## src/hdl/firlt_pkg.sv

```systemverilog
// ---------------------------------------------------------------------------
// firlt_pkg: shared types and constants for the loadable-tap FIR filter
// Field widths, opcodes, accumulator limits and the MAC control bundle.
// ---------------------------------------------------------------------------
package firlt_pkg;

  localparam int DATA_W = 16;
  localparam int ACC_W  = 32;
  localparam int CNT_W  = 5;

  // opcodes of an input item
  localparam logic OP_COEF   = 1'b0;
  localparam logic OP_SAMPLE = 1'b1;

  localparam logic [CNT_W-1:0] TAP_COUNT_RESET = 5'd3;

  localparam logic signed [ACC_W-1:0] ACC_MAX = 32'sh7FFF_FFFF;
  localparam logic signed [ACC_W-1:0] ACC_MIN = 32'sh8000_0000;

  typedef logic signed [DATA_W-1:0] data_t;
  typedef logic signed [ACC_W-1:0]  acc_t;

  // control from the tap sequencer to the multiply-accumulate unit
  typedef struct packed {
    logic clear;     // start a new sum
    logic rd_valid;  // memory read data holds one tap this cycle
    logic tap_ok;    // tap is live (coefficient written, sample seen)
  } mac_ctl_t;

endpackage

```

## src/hdl/firlt_ram.sv

```systemverilog
// ---------------------------------------------------------------------------
// firlt_ram: generic single-port-write, single-port-read RAM
// One write and one registered read per cycle; contents undefined at reset.
// ---------------------------------------------------------------------------
module firlt_ram #(
  parameter int WIDTH = 16,
  parameter int DEPTH = 16
) (
  input  logic                     clk,
  input  logic                     we,
  input  logic [$clog2(DEPTH)-1:0] waddr,
  input  logic [WIDTH-1:0]         wdata,
  input  logic [$clog2(DEPTH)-1:0] raddr,
  output logic [WIDTH-1:0]         rdata
);

  logic [WIDTH-1:0] mem [DEPTH];

  // write port and registered read port
  always_ff @(posedge clk) begin
    if (we) begin
      mem[waddr] <= wdata;
    end
    rdata <= mem[raddr];
  end

endmodule

```

## src/hdl/firlt_mac.sv

```systemverilog
// ---------------------------------------------------------------------------
// firlt_mac: shared multiply-accumulate unit
// Registers one Q30 product per tap, then adds it into a 32-bit
// accumulator that saturates at every add.
// ---------------------------------------------------------------------------
module firlt_mac
  import firlt_pkg::*;
(
  input  logic     clk,
  input  logic     rst,
  input  mac_ctl_t ctl,
  input  data_t    coef,
  input  data_t    sample,
  output acc_t     acc,
  output logic     busy
);

  acc_t             prod;
  logic             prod_v;
  logic [ACC_W:0]   sum;
  acc_t             acc_next;

  // saturating add of the held product
  always_comb begin
    sum = {acc[ACC_W-1], acc} + {prod[ACC_W-1], prod};
    if (sum[ACC_W] != sum[ACC_W-1]) begin
      acc_next = sum[ACC_W] ? ACC_MIN : ACC_MAX;
    end else begin
      acc_next = sum[ACC_W-1:0];
    end
  end

  // product stage: valid bit is control, data needs no reset
  always_ff @(posedge clk) begin
    if (rst) begin
      prod_v <= 1'b0;
    end else begin
      prod_v <= ctl.rd_valid;
    end
  end

  always_ff @(posedge clk) begin
    if (ctl.rd_valid) begin
      prod <= ctl.tap_ok ? acc_t'(coef) * acc_t'(sample) : '0;
    end
  end

  // accumulate, clear on a new sample
  always_ff @(posedge clk) begin
    if (rst) begin
      acc <= '0;
    end else if (ctl.clear) begin
      acc <= '0;
    end else if (prod_v) begin
      acc <= acc_next;
    end
  end

  assign busy = prod_v;

  assert property (@(posedge clk) disable iff (rst) ctl.clear |-> !prod_v)
    else $error("accumulator cleared while a product is pending");
  assert property (@(posedge clk) disable iff (rst) ctl.clear |=> acc == '0)
    else $error("accumulator not cleared");
  assert property (@(posedge clk) disable iff (rst)
      ctl.rd_valid && !ctl.tap_ok |=> prod == '0)
    else $error("masked tap gave a nonzero product");

endmodule

```

## src/hdl/fir_filter_loadable_taps_unit.sv

```systemverilog
// ---------------------------------------------------------------------------
// fir_filter_loadable_taps_unit: direct-form FIR filter, loadable Q15 taps
// Operation: one shared MAC walks the taps of a sample item, one memory
//   read per cycle, over n = min(tap_count, TAPS) taps; coefficient items
//   are written to the store directly. Throughput: one coefficient item per
//   cycle while idle; no new item is taken until the result of a sample item
//   is delivered. Reset: tap_count = 3, delay line and coefficients
//   read as zero (valid bits and a sample fill count; no clearing pass).
// ---------------------------------------------------------------------------
module fir_filter_loadable_taps_unit
  import firlt_pkg::*;
#(
  parameter int TAPS = 16
) (
  input  logic               clk,
  input  logic               rst,
  input  logic               in_valid,
  output logic               in_ready,
  input  logic               opcode,
  input  logic [3:0]         coef_index,
  input  logic signed [15:0] data_value,
  output logic               out_valid,
  input  logic               out_ready,
  output logic signed [31:0] filtered_value,
  input  logic               cfg_we,
  input  logic [CNT_W-1:0]   cfg_wdata
);

  localparam int AW = $clog2(TAPS);
  localparam int KW = $clog2(TAPS + 1);
  localparam logic [AW-1:0] LAST = AW'(TAPS - 1);

  typedef enum logic [1:0] {S_IDLE, S_RUN, S_OUT} state_t;

  state_t           state;
  logic [CNT_W-1:0] tap_count;
  logic [TAPS-1:0]  coef_vld;
  logic [KW-1:0]    fill;
  logic [KW-1:0]    k;
  logic [KW-1:0]    n;
  logic [AW-1:0]    wptr;
  logic [AW-1:0]    rptr;
  logic             rd_v;
  logic             tap_ok;
  logic             accept;
  logic             coef_we;
  logic             dly_we;
  logic             issue;
  logic [AW-1:0]    coef_waddr;
  data_t            coef_rd;
  data_t            dly_rd;
  acc_t             acc;
  logic             mac_busy;
  mac_ctl_t         mac_ctl;

  assign in_ready = (state == S_IDLE);
  assign accept   = in_valid && in_ready;
  assign coef_waddr = AW'(coef_index);
  assign coef_we  = accept && (opcode == OP_COEF) && (32'(coef_index) < 32'(TAPS));
  assign dly_we   = accept && (opcode == OP_SAMPLE);
  assign issue    = (state == S_RUN) && (k < n);

  // clamp the tap count to the store depth
  always_comb begin
    if (int'(tap_count) > TAPS) begin
      n = KW'(TAPS);
    end else begin
      n = KW'(tap_count);
    end
  end

  // configuration register
  always_ff @(posedge clk) begin
    if (rst) begin
      tap_count <= TAP_COUNT_RESET;
    end else if (cfg_we) begin
      tap_count <= cfg_wdata;
    end
  end

  // coefficient store, valid bit per entry
  firlt_ram #(.WIDTH(DATA_W), .DEPTH(TAPS)) u_coef_ram (
    .clk   (clk),
    .we    (coef_we),
    .waddr (coef_waddr),
    .wdata (data_value),
    .raddr (k[AW-1:0]),
    .rdata (coef_rd)
  );

  // delay line as a circular buffer, written at wptr; the walk starts at the newest sample
  firlt_ram #(.WIDTH(DATA_W), .DEPTH(TAPS)) u_dly_ram (
    .clk   (clk),
    .we    (dly_we),
    .waddr (wptr),
    .wdata (data_value),
    .raddr (rptr),
    .rdata (dly_rd)
  );

  // sequencer: accept, walk taps, drain, deliver
  always_ff @(posedge clk) begin
    if (rst) begin
      state     <= S_IDLE;
      coef_vld  <= '0;
      fill      <= '0;
      wptr      <= '0;
      rptr      <= '0;
      k         <= '0;
      rd_v      <= 1'b0;
      tap_ok    <= 1'b0;
      out_valid <= 1'b0;
    end else begin
      // drop a taken item unless a new one is loaded this cycle
      if (out_valid && out_ready && state != S_OUT) begin
        out_valid <= 1'b0;
      end
      if (coef_we) begin
        coef_vld[coef_waddr] <= 1'b1;
      end
      unique case (state)
        S_IDLE: begin
          rd_v <= 1'b0;
          if (dly_we) begin
            rptr  <= wptr;
            wptr  <= (wptr == LAST) ? '0 : wptr + 1'b1;
            fill  <= (fill == KW'(TAPS)) ? fill : fill + 1'b1;
            k     <= '0;
            state <= S_RUN;
          end
        end
        S_RUN: begin
          rd_v <= issue;
          if (issue) begin
            tap_ok <= coef_vld[k[AW-1:0]] && (k < fill);
            k      <= k + 1'b1;
            rptr   <= (rptr == '0) ? LAST : rptr - 1'b1;
          end else if (!rd_v && !mac_busy) begin
            state <= S_OUT;
          end
        end
        S_OUT: begin
          if (!out_valid || out_ready) begin
            out_valid <= 1'b1;
            state     <= S_IDLE;
          end
        end
        default: state <= S_IDLE;
      endcase
    end
  end

  // result register
  always_ff @(posedge clk) begin
    if (state == S_OUT && (!out_valid || out_ready)) begin
      filtered_value <= acc;
    end
  end

  assign mac_ctl.clear    = dly_we;
  assign mac_ctl.rd_valid = rd_v;
  assign mac_ctl.tap_ok   = tap_ok;

  firlt_mac u_mac (
    .clk    (clk),
    .rst    (rst),
    .ctl    (mac_ctl),
    .coef   (coef_rd),
    .sample (dly_rd),
    .acc    (acc),
    .busy   (mac_busy)
  );

  assert property (@(posedge clk) disable iff (rst) in_ready |-> !rd_v && !mac_busy)
    else $error("ready while taps are still in flight");
  assert property (@(posedge clk) disable iff (rst) state == S_RUN |-> k <= n)
    else $error("tap walk ran past the tap count");
  assert property (@(posedge clk) disable iff (rst)
      (coef_we || dly_we) |-> state == S_IDLE)
    else $error("memory write outside idle");
  assert property (@(posedge clk) disable iff (rst)
      $rose(out_valid) |-> $past(state == S_OUT))
    else $error("result raised outside delivery");

endmodule
```

## config.mk

```make
export PLATFORM = sky130hd
export DESIGN_NAME = fir_filter_loadable_taps_unit
export DESIGN_NICKNAME = d
export VERILOG_FILES = /design/src/hdl/firlt_pkg.sv /design/src/hdl/firlt_ram.sv /design/src/hdl/firlt_mac.sv /design/src/hdl/fir_filter_loadable_taps_unit.sv
export SDC_FILE = /design/constraint.sdc
export NUM_CORES = 1
export LEC_CHECK = 0
export ABC_CLOCK_PERIOD_IN_PS = 16700
export BUFFER_PORTS_ARGS = -buffer_cell sky130_fd_sc_hd__buf_2
export CORE_ASPECT_RATIO = 1.2
export CORE_MARGIN = 2
export CORE_UTILIZATION = 69
export CTS_CLUSTER_DIAMETER = 150
export CTS_CLUSTER_SIZE = 28
export DETAILED_ROUTE_END_ITERATION = 10
export GPL_TIMING_DRIVEN = 0
export PLACE_DENSITY = 0.87
export SYNTH_ARGS = -nofsm -noshare
export SYNTH_HDL_FRONTEND = slang
export SYNTH_SLANG_ARGS = --single-unit
```

## constraint.sdc

```tcl
create_clock -name clk -period 16.7 [get_ports clk]
set_input_delay 3.34 -clock clk [delete_from_list [all_inputs] [get_ports clk]]
set_output_delay 3.34 -clock clk [all_outputs]
set_load 0.03 [all_outputs]
```

# Word level (Yosys, flattened, before mapping)
# Memory sizes are Yosys's and may differ from the RTL's. A register that Yosys moved wholly into a read port is not among the register bits.
# Cells that the tools add are included.
dict set report word_totals {
  reg_bits 141
  latchBits 0
  ramBits 512
  romBits 0
  elab_cells 93
  n_memories 2
}
# name depth width rd rd_clocked_by_memory_dff write_ports line_no
set memory_table {}
lappend memory_table {u_coef_ram.mem 16 16 1 1 1 firlt_ram.sv:17} ;# logic [WIDTH-1:0] mem [DEPTH];
lappend memory_table {u_dly_ram.mem 16 16 1 1 1 firlt_ram.sv:17}
dict set report classes {
  add_sub_neg 5
  mul 1
  div_mod_pow 0
  n_lt_le_gt_ge 6
  n_eq_ne 11
  n_shift 0
  mux 28
  n_bitwise 3
  n_reduce_logical 23
}
# cell n
set ops {}
lappend ops {{$mux 32} 2}
lappend ops {{$add 32x32->33} 1}
lappend ops {{$mul 16x16->32} 1}
lappend ops {{$mux 4} 4}
lappend ops {{$or 16x16->16} 1}
lappend ops {{$mux 5} 3}
lappend ops {{$add 5x1->5 const B} 2}
lappend ops {{$logic_and 1x1->1} 10}
lappend ops {{$lt 4x5->1 const B} 2}
lappend ops {{$lt 5x5->1} 2}
lappend ops {{$pmux 5 s2} 1}
lappend ops {{$mux 1} 9}
lappend ops {{$mux 2} 4}
lappend ops {{$ne 2x2->1 const B} 4}
lappend ops {{$pmux 4 s2} 1}
lappend ops {{$pmux 2 s3} 1}
lappend ops {{$reduce_and 3->1} 2}
lappend ops {{$eq 5x5->1 const B} 1}
lappend ops {{$gt 5x5->1 const B} 1}
lappend ops {{$add 4x1->4 const B} 1}
lappend ops {{$bmux 1 s4} 1}
lappend ops {{$demux 1 s4} 1}
lappend ops {{$eq 4x4->1 const B} 1}
lappend ops {{$ge 4x1->1 const B} 1}
lappend ops {{other kinds (15)} 20}

# Logic depth before layout (Yosys ltp)
dict set report logic_depth {
  ltp_word 6
  depth_mapped 24
  mapped_depth_nobuf 23
}

# Cells and area by module
# A second synthesis with hierarchy kept.
dict set report unflattened {
  cells_unflattened 2701
  area_unflattened_um2 37417.1
}
# module n_inst cells_per_inst area_each_um2
set by_module_without_submodules {}
lappend by_module_without_submodules {firlt_ram 2 432 10043.4}
lappend by_module_without_submodules {firlt_mac 1 1558 14202.4}
lappend by_module_without_submodules {fir_filter_loadable_taps_unit 1 279 3128.0}

# Worst setup path after synthesis
# No wires, ideal clock.
dict set report synth_path {
  path_type {register to register}
  from {register u_coef_ram.rdata[15], read port of u_coef_ram.mem}
  to {register u_mac.prod[31] (data pin)}
  setup_time_ps 266
  arrival_ps 5877
  required_time_ps 16434
  path_slack_ps 10557
  path_stages_with_launch 21
  n_path_buf 1
  cell_sequence {dfxtp_1 -> clkbuf_1 -> nand2_1 -> inv_1 -> fa_1 -> fa_1 -> fa_1 -> fa_1 -> fa_1 -> inv_1 -> fa_1 -> inv_1 -> ha_1 -> a21o_1 -> a21o_1 -> a21oi_1 -> o21ai_0 -> a211o_1 -> a41oi_1 -> xnor2_1 -> nor2_1}
}
dict set report synth_between {
  elab_chain_cells 1
}
# item line_no
set synth_rtl {}
lappend synth_rtl {{start: declaration} firlt_ram.sv:14} ;# output logic [WIDTH-1:0] rdata
lappend synth_rtl {{$mul 16x16->32} firlt_mac.sv:44} ;# prod <= ctl.tap_ok ? acc_t'(coef) * acc_t'(sample) : '0;
lappend synth_rtl {{end signal: assignment} firlt_mac.sv:44}
lappend synth_rtl {{end: declaration} firlt_mac.sv:18} ;# acc_t prod;
# Every way passes these cells.
# A chain may end at the register's enable or synchronous reset.

# Worst setup path in the final report
dict set report layout_path {
  from {register u_dly_ram.rdata[2], read port of u_dly_ram.mem}
  to {register u_mac.prod[31] (data pin)}
}
dict set report layout_between {
  elab_chain_cells 1
}
# item line_no
set layout_rtl {}
lappend layout_rtl {{start: declaration} firlt_ram.sv:14}
lappend layout_rtl {{$mul 16x16->32} firlt_mac.sv:44}
# Every way passes these cells.

==> impl.org <==
** Logic synthesis
- After synthesis the netlist holds a flip-flop and latch count of roughly 690.
- Yosys mapped a number of flops with a built-in enable equal to approximately 580.
- The number of nets in the synthesized netlist is slightly below 3000.
- For this run, the leading register cell type out of synthesis is sky130_fd_sc_hd__edfxtp_1.
- In this run the cell area of the synthesized design comes to 37000 µm².
- Sequential element share of the synthesized area :: around 53%
- Post-Synthesis Mean Instance Area :: 14.5 µm²
- Synthesis handed over a netlist of 2547 instances.
- The netlist uses between 60 and 70 different library cells.
- In the synthesized netlist the async set-or-reset flop fraction comes to 0%.
- Yosys warns :: 0

** Critical path
- Critical path required time :: 17.07 ns
- The critical path is of the register to register type.
- CP arrival :: around 7.6 ns
- The worst setup path is captured at a register.
- Crit path launch type :: register
- Crit path max fanout :: 10

** Global routing
- Total global routing overflow :: 0
- Wire length of the first global-routing pass :: 148000 µm
- Via count of the first global-routing pass :: 24000
- Maximum number of pins on one net before global-route repair :: 36
- Antenna violations before repair :: 7
- Global Route Usage Sum :: about 36%

** Clocking
- Clock-pin slew was measured on the worst setup and hold paths at 0.12 ns.
- The clock net in this run drives a total of 685 sinks.
- Quantity of hold-fixing buffers added after cts :: 0
- CTS Root Buffer Type :: sky130_fd_sc_hd__clkbuf_16
- Clock tree from TritonCTS :: built
- Clock network latency to the later pin of the worst-skew pair :: 0.64 ns
- H-tree levels :: 1
- Number of buffers inserted by post-CTS setup repair :: 0
- Number of clock buffers inserted by TritonCTS :: 28
- Worst-case clock buffer depth :: 3
- Gates resized during post-CTS repair numbered 0.

** Route
- The first routing iteration left 2596 violations.
- Dividing the detail-routed via count by the number of cells gives 6.58.
- Once detail routing completed, the nets flagged for antenna violations numbered 0.
- DR vias :: around 22000
- The routed design has 97700 µm of wire.
- Before antenna repair, the detailed router went through 7 iterations.
- In the routed design, unresolved DRC markers number 0.
- Wire length per cell after detailed routing :: 28.7 µm

** Floorplan
- The total area inside the core boundary comes to 53400 µm².
- Top-level port count :: 65
- Width of the die :: 215 µm
- In this run the core area contains 93 standard-cell rows.
- Starting density of the core :: between 60% and 70%
- Measured along the y axis, the die boundary spans 258 µm.
- The die covers 55600 µm².

** Final layout
- From synthesis to final layout, the design area changed by 7.07%.
- The post-route netlist has 15.0% of its cells at a drive strength greater than 1.
- Final #Nets :: 3093
- Number of filler cells placed in the layout :: roughly 3100

** Flow run
- Across the run, the number of max-cap violations was 0.

** Timing
- Worst hold margin :: approximately 0.48 ns
- Actual transition at the worst max-transition pin :: approximately 1.2 ns
- The worst pin sits at a relative slew slack of 21.0%.
- Based on the critical path, the design can be clocked at up to 0.138 GHz.
- Clock skew :: 0.0390 ns
- Pins over their slew limit :: 0
- After layout, the worst path uses 43.5% of the clock period.
- Setup violations remaining at the end of the flow were counted as 0.
- Setup Total Neg Slack :: 0 ns
- Unrepaired setup endpoints after global routing :: false
- Post-layout min period :: around 7.3 ns
- Final hold vios :: 0

** Place
- Placed wire-length estimate after detailed placement :: 70700 µm
- The congestion estimate from routability-driven global placement came to 1.01.
- In this run the tool buffered the top-level ports with 62 buffer cells.

** Run status
- The flow ran to the end, and the final reports show no timing, DRC or antenna violations.

** Min path
- The tightest min-delay check is of the register to register type.
## flip-flops by register name, summed over array words and instances (netlist names), 5 cells and up
name,flops
coef_vld,16
fill,5
filtered_value,32
k,5
tap_count,5
u_coef_ram.mem,256
u_coef_ram.rdata,16
u_dly_ram.mem,256
u_dly_ram.rdata,16
u_mac.acc,32
u_mac.prod,32
## final cells by class
cell class              count  area, µm²  share of cell area [%]
diodes                      5       12.5                  0.0316
plain buffers             105        429                    1.08
clock buffers              51        830                    2.09
clock inverters             1       16.3                  0.0410
inverters                 292       1100                    2.76
multi-input cells        1465      16100                    40.7
flip-flops and latches    685      19500                    49.1
well taps                 712        891                    2.25
repair buffers             91        761                    1.92
## kinds of logic (layout without fill, tap and decap cells)
| group | Yosys count | count (layout) | synth area share [%] |
|---|---|---|---|
| XOR/XNOR | 65 | 65 | 1.56 |
| flip-flops | 685 | 685 | 52.6 |
| buffers and inverters | 397 | 540 | 4.12 |
| multiplexers | 175 | 175 | 10.3 |
| adder cells (fa/ha/maj) | 423 | 423 | 19.5 |
| AO/OA/AOI/OAI | 265 | 265 | 4.93 |
| AND/OR/NAND/NOR | 537 | 537 | 6.97 |
| other | 0 | 5 | 0 |
## cells in the final DEF, fill, tap and decap left out, types with 9 or more instances in the layout
master / instances
sky130_fd_sc_hd__fa_1: 263
sky130_fd_sc_hd__nor2b_1: 16
sky130_fd_sc_hd__ha_1: 131
sky130_fd_sc_hd__xor2_1: 24
sky130_fd_sc_hd__mux4_2: 165
sky130_fd_sc_hd__nand2_1: 175
sky130_fd_sc_hd__nand4_1: 11
sky130_fd_sc_hd__o21ai_0: 66
sky130_fd_sc_hd__and2_1: 133
sky130_fd_sc_hd__xnor2_1: 40
sky130_fd_sc_hd__buf_1: 14
sky130_fd_sc_hd__a21oi_2: 27
sky130_fd_sc_hd__nand3_1: 11
sky130_fd_sc_hd__nand2b_1: 22
sky130_fd_sc_hd__buf_8: 20
sky130_fd_sc_hd__inv_1: 292
sky130_fd_sc_hd__clkbuf_1: 101
sky130_fd_sc_hd__nor2_2: 25
sky130_fd_sc_hd__edfxtp_1: 576
sky130_fd_sc_hd__maj3_2: 26
sky130_fd_sc_hd__a21oi_1: 72
sky130_fd_sc_hd__buf_2: 69
sky130_fd_sc_hd__clkbuf_16: 30
sky130_fd_sc_hd__nor2_1: 103
sky130_fd_sc_hd__o21bai_1: 10
sky130_fd_sc_hd__a21o_1: 26
sky130_fd_sc_hd__nor3_1: 13
sky130_fd_sc_hd__dfxtp_1: 108
sky130_fd_sc_hd__buf_6: 9
## cell usage after synthesis, drive strengths merged, types with 2 or more instances
cell type    n  area [µm²]
a2111oi      2        17.5
a211o        8        70.1
a211oi      10        85.1
a21boi       3        22.5
a21o        26         195
a21oi       99         597
a221oi       2        30.0
a311oi       4        58.8
a31o         2        17.5
a31oi        4        40.0
a41oi        2        17.5
and2       133         832
and3         6        37.5
buf         25         129
clkbuf      80         300
dfxtp      109        2180
edfxtp     576       17300
fa         263        5270
ha         131        1640
inv        292        1100
maj3        29         323
mux2         2        22.5
mux2i        8        80.1
mux4       165        3720
nand2      175         657
nand2b      22         138
nand3       11        55.1
nand4       11        68.8
nor2       128         483
nor2b       17         106
nor3        21         105
nor3b        3        22.5
nor4b        3        26.3
o211ai       7        57.6
o21a         5        37.5
o21ai       66         330
o21ba        2        20.0
o21bai      10        75.1
o221ai       2        17.5
o31ai        3        22.5
or3          3        18.8
xnor2       40         350
xor2        25         226
## worst max-delay path, cell delays in order, from the launching register on
cell	delay, ns
sky130_fd_sc_hd__dfxtp_1	0.70
sky130_fd_sc_hd__clkbuf_1	0.50
sky130_fd_sc_hd__nand2_1	0.19
sky130_fd_sc_hd__inv_1	0.12
sky130_fd_sc_hd__fa_1	0.57
sky130_fd_sc_hd__fa_1	0.94
sky130_fd_sc_hd__fa_1	0.54
sky130_fd_sc_hd__fa_1	0.51
sky130_fd_sc_hd__fa_1	0.49
sky130_fd_sc_hd__inv_1	0.05
sky130_fd_sc_hd__fa_1	0.48
sky130_fd_sc_hd__inv_1	0.04
sky130_fd_sc_hd__ha_1	0.33
sky130_fd_sc_hd__a21o_1	0.20
sky130_fd_sc_hd__a21o_1	0.17
sky130_fd_sc_hd__a21oi_1	0.23
sky130_fd_sc_hd__o21ai_0	0.16
sky130_fd_sc_hd__a211o_1	0.34
sky130_fd_sc_hd__a41oi_1	0.27
sky130_fd_sc_hd__xnor2_1	0.14
sky130_fd_sc_hd__nor2_1	0.05
## final timing paths
kind,startpoint,endpoint,slack [ns],cells past startpoint
max,u_dly_ram.rdata[2],u_mac.prod[31],9.44,20
min,u_mac.acc[4],filtered_value[4],0.48,0
max reg2reg,u_dly_ram.rdata[2],u_mac.prod[31],9.44,20
min reg2reg,u_mac.acc[4],filtered_value[4],0.48,0
## per-stage QoR
| step | utilization [%] | instance area, µm² | setup WS, ns | cells |
|---|---|---|---|---|
| after floorplan | - | 37000 | 10.56 | 2547 |
| final | 74.2 | 39700 | 9.44 | 3407 |
| after global routing | 74.2 | 39700 | 9.13 | 3406 |
| after global placement | 71.6 | 38200 | 9.53 | 3321 |
| after CTS | 74.2 | 39600 | 9.56 | 3402 |
| after detailed placement | 72.6 | 38800 | 9.54 | 3350 |
## per-layer routing
metal	share of wire [%]	wire length [µm]	global-route usage, %
met2	52	50700	64.4
met3	8.7	8530	6.25
met4	7.7	7490	22.9
met5	0.028	27	0
met1	32	31000	41.3
Power is not shown: default switching activity piles up to over one toggle a cycle in this logic, so the estimate is an artifact.
